## config.mk

```make
export PLATFORM = sky130hd
export DESIGN_NAME = tube_digit_pattern_serializer
export DESIGN_NICKNAME = d
export VERILOG_FILES = /design/src/rtl/tdps_pkg.sv /design/src/rtl/tdps_digit_split.sv /design/src/rtl/tdps_pattern.sv /design/src/rtl/tdps_nibble_ser.sv /design/src/rtl/tube_digit_pattern_serializer.sv
export SDC_FILE = /design/constraint.sdc
export NUM_CORES = 1
export LEC_CHECK = 0
export BUFFER_PORTS_ARGS = -buffer_cell sky130_fd_sc_hd__buf_2
export CORE_ASPECT_RATIO = 2
export CORE_UTILIZATION = 55
export DETAILED_ROUTE_END_ITERATION = 8
export PLACE_DENSITY = 0.81
export SLEW_MARGIN = 20
export SYNTH_ARGS = -nofsm -noshare
export SYNTH_HDL_FRONTEND = slang
export SYNTH_SLANG_ARGS = --single-unit
```

## constraint.sdc

```tcl
create_clock -name clk_i -period 7.5 [get_ports clk_i]
set_input_delay 1.125 -clock clk_i [delete_from_list [all_inputs] [get_ports clk_i]]
set_output_delay 1.125 -clock clk_i [all_outputs]
set_load 0.05 [all_outputs]
```

## src/rtl/tdps_pkg.sv

```systemverilog
// Shared types, constants and the cathode position table for the tube digit serializer.
package tdps_pkg;

  localparam int unsigned ValueW   = 20;
  localparam int unsigned FieldW   = 3;
  localparam int unsigned Tubes    = 6;
  localparam int unsigned NibbleW  = 4;
  localparam int unsigned Nibbles  = 16;
  localparam int unsigned PatternW = Nibbles * NibbleW;
  localparam int unsigned PosW     = 6;
  localparam int unsigned CntW     = 4;

  localparam logic [ValueW-1:0] ValueMax = 20'd999999;
  localparam logic [CntW-1:0]   LastNibble = 4'd15;

  // Pair codes: which tube pair goes dark.
  localparam logic [1:0] PairLeft  = 2'd0;
  localparam logic [1:0] PairMid   = 2'd1;
  localparam logic [1:0] PairRight = 2'd2;
  localparam logic [1:0] PairNone  = 2'd3;

  typedef struct packed {
    logic              blink;
    logic [FieldW-1:0] field;
  } ctl_t;

  typedef logic [Tubes-1:0][3:0] digits_t;

  function automatic logic [1:0] blank_pair(input logic [FieldW-1:0] field);
    logic [1:0] pair;
    case (field)
      3'd2, 3'd5: pair = PairLeft;
      3'd1, 3'd4: pair = PairMid;
      3'd0, 3'd3: pair = PairRight;
      default:    pair = PairNone;
    endcase
    return pair;
  endfunction

  // Bit position of the cathode that shows digit on tube; bit order within each nibble is reversed.
  function automatic logic [PosW-1:0] cathode_pos(input logic [2:0] tube,
                                                  input logic [3:0] digit);
    logic [6:0] base;
    logic [6:0] zero;
    logic [6:0] n;
    logic [6:0] p;
    case (tube)
      3'd0:    begin base = 7'd0;  zero = 7'd10; end
      3'd1:    begin base = 7'd10; zero = 7'd20; end
      3'd2:    begin base = 7'd20; zero = 7'd30; end
      3'd3:    begin base = 7'd34; zero = 7'd44; end
      3'd4:    begin base = 7'd44; zero = 7'd54; end
      default: begin base = 7'd54; zero = 7'd64; end
    endcase
    n = (digit == 4'd0) ? zero : base + {3'd0, digit};
    p = (n - 7'd1) ^ 7'd3;
    return p[PosW-1:0];
  endfunction

endpackage

```

## src/rtl/tdps_digit_split.sv

```systemverilog
// Five-stage pipeline: saturate, split by 1000, then hundreds, tens and units per half.
module tdps_digit_split (
  input  logic                          clk_i,
  input  logic                          rst_ni,
  input  logic                          in_valid_i,
  output logic                          in_ready_o,
  input  logic [tdps_pkg::ValueW-1:0]   value_i,
  input  tdps_pkg::ctl_t                ctl_i,
  output logic                          out_valid_o,
  input  logic                          out_ready_i,
  output tdps_pkg::digits_t             digits_o,
  output tdps_pkg::ctl_t                ctl_o
);

  logic [4:0] vld_q;
  logic [4:0] adv;
  tdps_pkg::ctl_t ctl_q [5];

  // stage 1
  logic [19:0] sat_d, sat_q;
  logic [30:0] prod1;
  logic [10:0] q0_d, q0_q;
  // stage 2
  logic [20:0] rem2;
  logic [9:0]  hi_d, hi_q, lo_d, lo_q;
  // stage 3
  logic [15:0] ph_hi, ph_lo;
  logic [9:0]  x_hi_q, x_lo_q;
  logic [3:0]  h_hi_q, h_lo_q;
  // stage 4
  logic [9:0]  y_hi_w, y_lo_w;
  logic [6:0]  y_hi_q, y_lo_q;
  logic [3:0]  h_hi4_q, h_lo4_q;
  // stage 5
  logic [13:0] pt_hi, pt_lo;
  logic [3:0]  t_hi, t_lo;
  logic [6:0]  u_hi, u_lo;
  tdps_pkg::digits_t dig_d, dig_q;

  assign adv[4] = !vld_q[4] || out_ready_i;
  assign adv[3] = !vld_q[3] || adv[4];
  assign adv[2] = !vld_q[2] || adv[3];
  assign adv[1] = !vld_q[1] || adv[2];
  assign adv[0] = !vld_q[0] || adv[1];
  assign in_ready_o = adv[0];

  always_ff @(posedge clk_i or negedge rst_ni) begin
    if (!rst_ni) begin
      vld_q <= '0;
    end else begin
      if (adv[0]) vld_q[0] <= in_valid_i;
      for (int k = 1; k < 5; k++) begin
        if (adv[k]) vld_q[k] <= vld_q[k-1];
      end
    end
  end

  // q0 under-estimates v/1000 by at most one
  assign sat_d = (value_i > tdps_pkg::ValueMax) ? tdps_pkg::ValueMax : value_i;
  assign prod1 = {11'd0, sat_d} * 31'd1048;
  assign q0_d  = prod1[30:20];

  assign rem2 = {1'b0, sat_q} - ({10'd0, q0_q} * 21'd1000);
  always_comb begin
    if (rem2 >= 21'd1000) begin
      hi_d = q0_q[9:0] + 10'd1;
      lo_d = 10'(rem2 - 21'd1000);
    end else begin
      hi_d = q0_q[9:0];
      lo_d = rem2[9:0];
    end
  end

  assign ph_hi = {6'd0, hi_q} * 16'd41;
  assign ph_lo = {6'd0, lo_q} * 16'd41;

  assign y_hi_w = x_hi_q - ({6'd0, h_hi_q} * 10'd100);
  assign y_lo_w = x_lo_q - ({6'd0, h_lo_q} * 10'd100);

  assign pt_hi = {7'd0, y_hi_q} * 14'd103;
  assign pt_lo = {7'd0, y_lo_q} * 14'd103;
  assign t_hi  = pt_hi[13:10];
  assign t_lo  = pt_lo[13:10];
  assign u_hi  = y_hi_q - ({3'd0, t_hi} * 7'd10);
  assign u_lo  = y_lo_q - ({3'd0, t_lo} * 7'd10);

  always_comb begin
    dig_d[0] = h_hi4_q;
    dig_d[1] = t_hi;
    dig_d[2] = u_hi[3:0];
    dig_d[3] = h_lo4_q;
    dig_d[4] = t_lo;
    dig_d[5] = u_lo[3:0];
  end

  always_ff @(posedge clk_i) begin
    if (adv[0]) begin
      sat_q    <= sat_d;
      q0_q     <= q0_d;
      ctl_q[0] <= ctl_i;
    end
    if (adv[1]) begin
      hi_q     <= hi_d;
      lo_q     <= lo_d;
      ctl_q[1] <= ctl_q[0];
    end
    if (adv[2]) begin
      x_hi_q   <= hi_q;
      x_lo_q   <= lo_q;
      h_hi_q   <= ph_hi[15:12];
      h_lo_q   <= ph_lo[15:12];
      ctl_q[2] <= ctl_q[1];
    end
    if (adv[3]) begin
      y_hi_q   <= y_hi_w[6:0];
      y_lo_q   <= y_lo_w[6:0];
      h_hi4_q  <= h_hi_q;
      h_lo4_q  <= h_lo_q;
      ctl_q[3] <= ctl_q[2];
    end
    if (adv[4]) begin
      dig_q    <= dig_d;
      ctl_q[4] <= ctl_q[3];
    end
  end

  assign out_valid_o = vld_q[4];
  assign digits_o    = dig_q;
  assign ctl_o       = ctl_q[4];

endmodule

```

## src/rtl/tdps_pattern.sv

```systemverilog
// Cathode lookup and blanking stage: builds the 64-bit tube pattern.
module tdps_pattern (
  input  logic                            clk_i,
  input  logic                            rst_ni,
  input  logic                            in_valid_i,
  output logic                            in_ready_o,
  input  tdps_pkg::digits_t               digits_i,
  input  tdps_pkg::ctl_t                  ctl_i,
  output logic                            out_valid_o,
  input  logic                            out_ready_i,
  output logic [tdps_pkg::PatternW-1:0]   pattern_o
);

  logic                            vld_q;
  logic [tdps_pkg::PatternW-1:0]   pat_d, pat_q;
  logic [1:0]                      dark;
  logic [tdps_pkg::PosW-1:0]       pos;

  assign in_ready_o = !vld_q || out_ready_i;
  assign dark = ctl_i.blink ? tdps_pkg::blank_pair(ctl_i.field) : tdps_pkg::PairNone;

  always_comb begin
    pat_d = '0;
    pos   = '0;
    for (int t = 0; t < tdps_pkg::Tubes; t++) begin
      pos = tdps_pkg::cathode_pos(3'(t), digits_i[t]);
      if (2'(t / 2) != dark) pat_d[pos] = 1'b1;
    end
  end

  always_ff @(posedge clk_i or negedge rst_ni) begin
    if (!rst_ni) begin
      vld_q <= 1'b0;
    end else if (in_ready_o) begin
      vld_q <= in_valid_i;
    end
  end

  always_ff @(posedge clk_i) begin
    if (in_ready_o) pat_q <= pat_d;
  end

  assign out_valid_o = vld_q;
  assign pattern_o   = pat_q;

endmodule

```

## src/rtl/tdps_nibble_ser.sv

```systemverilog
// Shifts a 64-bit pattern out as sixteen nibbles, low end first, flagging the last.
module tdps_nibble_ser (
  input  logic                            clk_i,
  input  logic                            rst_ni,
  input  logic                            in_valid_i,
  output logic                            in_ready_o,
  input  logic [tdps_pkg::PatternW-1:0]   pattern_i,
  output logic                            out_valid_o,
  input  logic                            out_ready_i,
  output logic [tdps_pkg::NibbleW-1:0]    data_nibble_o,
  output logic                            latch_last_o
);

  logic                            busy_q, busy_d;
  logic [tdps_pkg::CntW-1:0]       cnt_q, cnt_d;
  logic [tdps_pkg::PatternW-1:0]   shf_q, shf_d;
  logic                            last;
  logic                            xfer;
  logic                            load;

  assign last       = (cnt_q == tdps_pkg::LastNibble);
  assign xfer       = busy_q && out_ready_i;
  assign in_ready_o = !busy_q || (out_ready_i && last);
  assign load       = in_valid_i && in_ready_o;

  always_comb begin
    busy_d = busy_q;
    cnt_d  = cnt_q;
    shf_d  = shf_q;
    if (load) begin
      busy_d = 1'b1;
      cnt_d  = '0;
      shf_d  = pattern_i;
    end else if (xfer) begin
      if (last) begin
        busy_d = 1'b0;
      end else begin
        cnt_d = cnt_q + 1'b1;
        shf_d = shf_q >> tdps_pkg::NibbleW;
      end
    end
  end

  always_ff @(posedge clk_i or negedge rst_ni) begin
    if (!rst_ni) begin
      busy_q <= 1'b0;
      cnt_q  <= '0;
    end else begin
      busy_q <= busy_d;
      cnt_q  <= cnt_d;
    end
  end

  always_ff @(posedge clk_i) begin
    shf_q <= shf_d;
  end

  assign out_valid_o   = busy_q;
  assign data_nibble_o = shf_q[tdps_pkg::NibbleW-1:0];
  assign latch_last_o  = last;

  a_load_restarts: assert property (@(posedge clk_i) disable iff (!rst_ni)
    load |=> busy_q && cnt_q == '0)
    else $error("serializer did not restart count on load");

  a_idle_count_zero: assert property (@(posedge clk_i) disable iff (!rst_ni)
    !busy_q |-> cnt_q == '0 || cnt_q == tdps_pkg::LastNibble)
    else $error("serializer idle with partial count");

  a_last_frees: assert property (@(posedge clk_i) disable iff (!rst_ni)
    (xfer && last && !in_valid_i) |=> !busy_q)
    else $error("serializer stayed busy after last transfer");

  a_step_count: assert property (@(posedge clk_i) disable iff (!rst_ni)
    (xfer && !last) |=> cnt_q == $past(cnt_q) + 1'b1)
    else $error("nibble count did not step on transfer");

endmodule

```

## src/rtl/tube_digit_pattern_serializer.sv

```systemverilog
// Top level: decimal split pipeline, pattern stage and four-line nibble serializer.
// Path to the first nibble: the five split stages, the first written at the input transfer edge,
// then the pattern stage, then the load into the shift register.
// The serializer emits one nibble a cycle while out_ready_i is high, sixteen per item,
// and takes the next item with the last nibble; up to six more wait in the pipeline stages.
// Reset: rst_ni is asynchronous, active low; it clears all valid bits and the nibble count.
module tube_digit_pattern_serializer (
  input  logic                           clk_i,
  input  logic                           rst_ni,
  input  logic                           in_valid_i,
  output logic                           in_ready_o,
  input  logic [tdps_pkg::ValueW-1:0]    display_value_i,
  input  logic                           blink_phase_i,
  input  logic [tdps_pkg::FieldW-1:0]    edit_field_i,
  output logic                           out_valid_o,
  input  logic                           out_ready_i,
  output logic [tdps_pkg::NibbleW-1:0]   data_nibble_o,
  output logic                           latch_last_o
);

  tdps_pkg::ctl_t                  ctl_in, ctl_split;
  tdps_pkg::digits_t               digits;
  logic                            split_valid, split_ready;
  logic                            pat_valid, pat_ready;
  logic [tdps_pkg::PatternW-1:0]   pattern;

  assign ctl_in.blink = blink_phase_i;
  assign ctl_in.field = edit_field_i;

  tdps_digit_split u_split (
    .clk_i       (clk_i),
    .rst_ni      (rst_ni),
    .in_valid_i  (in_valid_i),
    .in_ready_o  (in_ready_o),
    .value_i     (display_value_i),
    .ctl_i       (ctl_in),
    .out_valid_o (split_valid),
    .out_ready_i (split_ready),
    .digits_o    (digits),
    .ctl_o       (ctl_split)
  );

  tdps_pattern u_pattern (
    .clk_i       (clk_i),
    .rst_ni      (rst_ni),
    .in_valid_i  (split_valid),
    .in_ready_o  (split_ready),
    .digits_i    (digits),
    .ctl_i       (ctl_split),
    .out_valid_o (pat_valid),
    .out_ready_i (pat_ready),
    .pattern_o   (pattern)
  );

  tdps_nibble_ser u_ser (
    .clk_i         (clk_i),
    .rst_ni        (rst_ni),
    .in_valid_i    (pat_valid),
    .in_ready_o    (pat_ready),
    .pattern_i     (pattern),
    .out_valid_o   (out_valid_o),
    .out_ready_i   (out_ready_i),
    .data_nibble_o (data_nibble_o),
    .latch_last_o  (latch_last_o)
  );

endmodule
```

==> metrics.md <==
| Metric | Value |
|---|---|
| Status | `completed` |
| # hold bufs at CTS | `0` |
| GR peak layer | `met2` |
| M2 GR Usage | `65.16%` |
| First-pass GRT wire length | `90.96 mm` |
| Sequential area share after synthesis | `39.84%` |
| # setup viols final | `0` |
| CTS tree | `done` |
| DR WL/cell | `24.82 microns` |
| Initial antenna violation count | `4` |
| Critical path fanouts, max | `5` |
| CP Capture Type | `flip-flop` |
| Multi-input logic area | `11290 sq um` |
| Final hold slack | `409.9 ps` |
| Syn. warnings | `0` |
| Drt first-iter violations | `666` |
| Area grow syn2layout | `7.802%` |
| Compound-Gate Fraction of Synth Area | `11.61%` |
| Die height | `277.1 microns` |
| Net Count, Synth | `2309` |
| Clk_skew | `15.93 ps` |
| Post-Place Worst Slack | `496.7 ps` |
| Crit share post-route | `91.63%` |
| WS Path Type | `reg -> reg` |
| # DRC | `0` |
| RSZ-0062 raised after global routing | `no` |
| Synth Area in Adders | `24.62%` |
| Synth Area in Simple Gates | `10.46%` |
| Clk Latency, worst-skew pair | `560 ps` |
| Pin count of the biggest net entering global routing | `67` |
| Rel. slew slack | `21.58%` |
| Grt ovf | `0` |
| TritonCTS Buffers | `27` |
| Vias per std cell | `6.144` |
| PnR worst setup slack | `627.7 ps` |
| Worst Max-Slew Pin Slew | `1167 ps` |
| Nets | `2350` |
| Routability Congestion | `1.032` |
| #FFs+latches synth | `278` |
| Final wirelength | `60.55 mm` |
| DRT Pass-1 Iters | `5` |
| Vias in the first global route | `16101` |
| Hpwl dp | `49.63 mm` |
| Post-Synthesis Cells | `1917` |
| Row cnt | `100` |
| Yosys cell types | `81` |
| # IOs | `35` |
| IO Port Bufs | `34` |
| Pwr Density | `281.8 nW/um^2` |
| Std-Cell Core Area | `37290 sq um` |
| Gr usage total | `32.09%` |
| Crit path DAT | `7160 ps` |
| Mapped Area | `20820 sq um` |
| Fill count | `3047` |
| Most used DFF post-synth | `edfxtp_1` |
| Initial core utilization | `55.83%` |
| Clock sink count | `278` |
| Register area | `8293 sq um` |
| Hold Fails Final Rpt | `0` |
| M3 GR Usage | `3.856%` |
| Critical Path RT | `7790 ps` |
| Clock-pin slew on the worst setup and hold paths | `70 ps` |
| Share of layout cells above drive strength 1 | `9.353%` |
| Die width | `139.6 microns` |
| Main combinational cell family by area after synthesis | `adder cells` |
| Max-cap viol count | `0` |
| Share of flip-flops with an asynchronous set or reset | `3.957%` |
| Maximum clock insertion buffer count | `3` |
| Final min period | `6872 ps` |
| Mux cell area share after synthesis | `3.420%` |
| Tot Pwr | `6.325 mW` |
| GR Util met1 | `24.25%` |
| Vias | `14992` |
| Max VDD drop | `0.6589 mV` |
| Worst min path class | `reg -> reg` |
| Fmax | `145.5 MHz` |
| Slew Limit Fails | `0` |
| Clk root buf | `clkbuf_16` |
| Pleak | `9.658 nW` |
| Detail Route Antenna Nets | `0` |
| Post-synth EDFFs | `267` |
| Syn_area_per_cell | `10.86 sq um` |
| Xor/xnor share of the synthesized area | `3.955%` |
| Die footprint | `38680 sq um` |
| Critical Path Source Type | `flip-flop` |
| Final setup TNS | `0 ps` |
| Number of H-tree levels | `1` |
## kinds of logic after synthesis
logic type,count (synthesis)
buffers and inverters,333
AND/OR/NAND/NOR,438
multiplexers,63
flip-flops,278
adder cells (fa/ha/maj),364
AO/OA/AOI/OAI,347
XOR/XNOR,94
## power breakdown
part           internal [mW]  leakage [nW]  switching, mW
Combinational           1.22          6.64           1.82
Clock                  0.798         0.439          0.605
Sequential              1.83          2.58         0.0501
## state kept, by name, indices dropped and copies added (netlist names), 10 cells and up
register and flops:
u_split.sat_q 20, u_ser.shf_q 64, u_split.q0_q 11, u_split.hi_q 10, u_split.ctl_q 20, u_split.digits_o 24
u_pattern.pattern_o 64, u_split.lo_q 10
## area by class of cell
class                      count  area share (%)
multi-input combinational   1306           50.29
sequential                   278           36.96
inverter                     299           5.001
clock buffer                  28           3.028
tap                          459           2.559
timing repair buffer          46           1.160
clock inverter                21          0.9702
antenna                        3         0.03345
## cells in the mapped netlist (6+ instances only)
cell type / n / area (sq um)
nor3_1: 48 / 240.2
a22oi_1: 14 / 105.1
dfrtp_1: 11 / 275.3
o22ai_1: 28 / 175.2
mux2_2: 61 / 686.9
nor2_1: 105 / 394.1
a211oi_1: 15 / 112.6
ha_1: 288 / 3603
nand2b_1: 21 / 131.4
and2_1: 11 / 68.82
a31oi_1: 8 / 50.05
nand4_1: 15 / 93.84
a21oi_1: 67 / 335.3
o21ai_0: 56 / 280.3
or3_1: 21 / 131.4
clkbuf_1: 27 / 101.4
a222oi_1: 7 / 70.07
or2_2: 17 / 106.4
o21a_1: 8 / 60.06
xnor2_1: 68 / 595.6
o21bai_1: 6 / 45.04
a21o_1: 28 / 210.2
fa_1: 76 / 1521
o221ai_1: 32 / 280.3
nand3b_1: 8 / 60.06
xor2_1: 26 / 227.7
nor2b_1: 20 / 125.1
nand3_1: 41 / 205.2
nand2_1: 96 / 360.4
edfxtp_1: 267 / 8018
inv_1: 298 / 1119
o21ai_1: 8 / 40.04
and3_1: 12 / 75.07
## placed cells by master, fill, tap and decap left out, types with 11 or more instances in the layout
master | synthesis | routed
a211oi_1 | 15 | 14
a21o_1 | 28 | 28
a21oi_1 | 67 | 66
a22oi_1 | 14 | 14
and2_1 | 11 | 11
and3_1 | 12 | 12
buf_2 | 0 | 34
buf_4 | 5 | 12
clkbuf_16 | 0 | 27
dfrtp_1 | 11 | 11
edfxtp_1 | 267 | 267
fa_1 | 76 | 76
ha_1 | 288 | 288
inv_1 | 298 | 297
mux2_2 | 61 | 61
nand2_1 | 96 | 95
nand2b_1 | 21 | 21
nand3_1 | 41 | 41
nand4_1 | 15 | 15
nor2_1 | 105 | 105
nor2b_1 | 20 | 19
nor3_1 | 48 | 47
o21ai_0 | 56 | 56
o221ai_1 | 32 | 32
o22ai_1 | 28 | 28
or2_2 | 17 | 17
or3_1 | 21 | 21
xnor2_1 | 68 | 68
xor2_1 | 26 | 26
## critical path, cell delays in order, from the launching register on
cell and delay [ps]:
edfxtp_1 470, fa_1 550, fa_1 550, inv_1 60
fa_1 500, fa_1 560, inv_1 40, ha_1 320
inv_1 100, o21bai_1 80, a21oi_1 220, o21bai_1 140
a211oi_2 260, o21ai_0 140, a2111oi_0 370, a311oi_1 100
ha_1 350, o21ai_0 120, o21ai_0 120, o2111ai_1 170
a221oi_1 320, nand4_2 190, a2111oi_4 410, buf_4 220
a211oi_1 90, xor2_1 160
## path summary, 6_finish.rpt
| check | from | endpoint | slack, ps | cells after the start |
|---|---|---|---|---|
| worst max-delay path | u_split.q0_q[1] | u_split.lo_q[7] | 630 | 25 |
| worst min-delay path | u_split.ctl_q[0][8] | u_split.ctl_q[0][12] | 410 | 0 |
| worst max register to register | u_split.q0_q[1] | u_split.lo_q[7] | 630 | 25 |
| worst min register to register | u_split.ctl_q[0][8] | u_split.ctl_q[0][12] | 410 | 0 |
| max in group asynchronous | rst_ni | u_split.vld_q[2] | 6850 | 1 |
| min in group asynchronous | rst_ni | u_split.vld_q[4] | 420 | 1 |
## metal layers
layer | routed length [microns] | share of wire, % | vias up
met5 | 0 | 0 | -
met4 | 7068 | 12 | 0
li1 | - | - | 6983
met3 | 2179 | 3.6 | 271
met2 | 34550 | 57 | 473
met1 | 16760 | 28 | 7265
## per-stage QoR
step / util (%) / instances / area [sq um]
3_5_place_dp: 57.71 / 2387 / 21520
5_1_grt: 60.18 / 2440 / 22440
4_1_cts: 60.12 / 2436 / 22420
2_1_floorplan: - / 1917 / 20820
3_3_place_gp: 57.71 / 2387 / 21520
6_report: 60.18 / 2440 / 22440
## what timing repair did
item | CTS | global route
gates resized for setup | 0 | 1
setup buffers | 0 | 1
setup endpoints to repair | 0 | 17
Note: power is estimated with default switching activity, not from simulation.
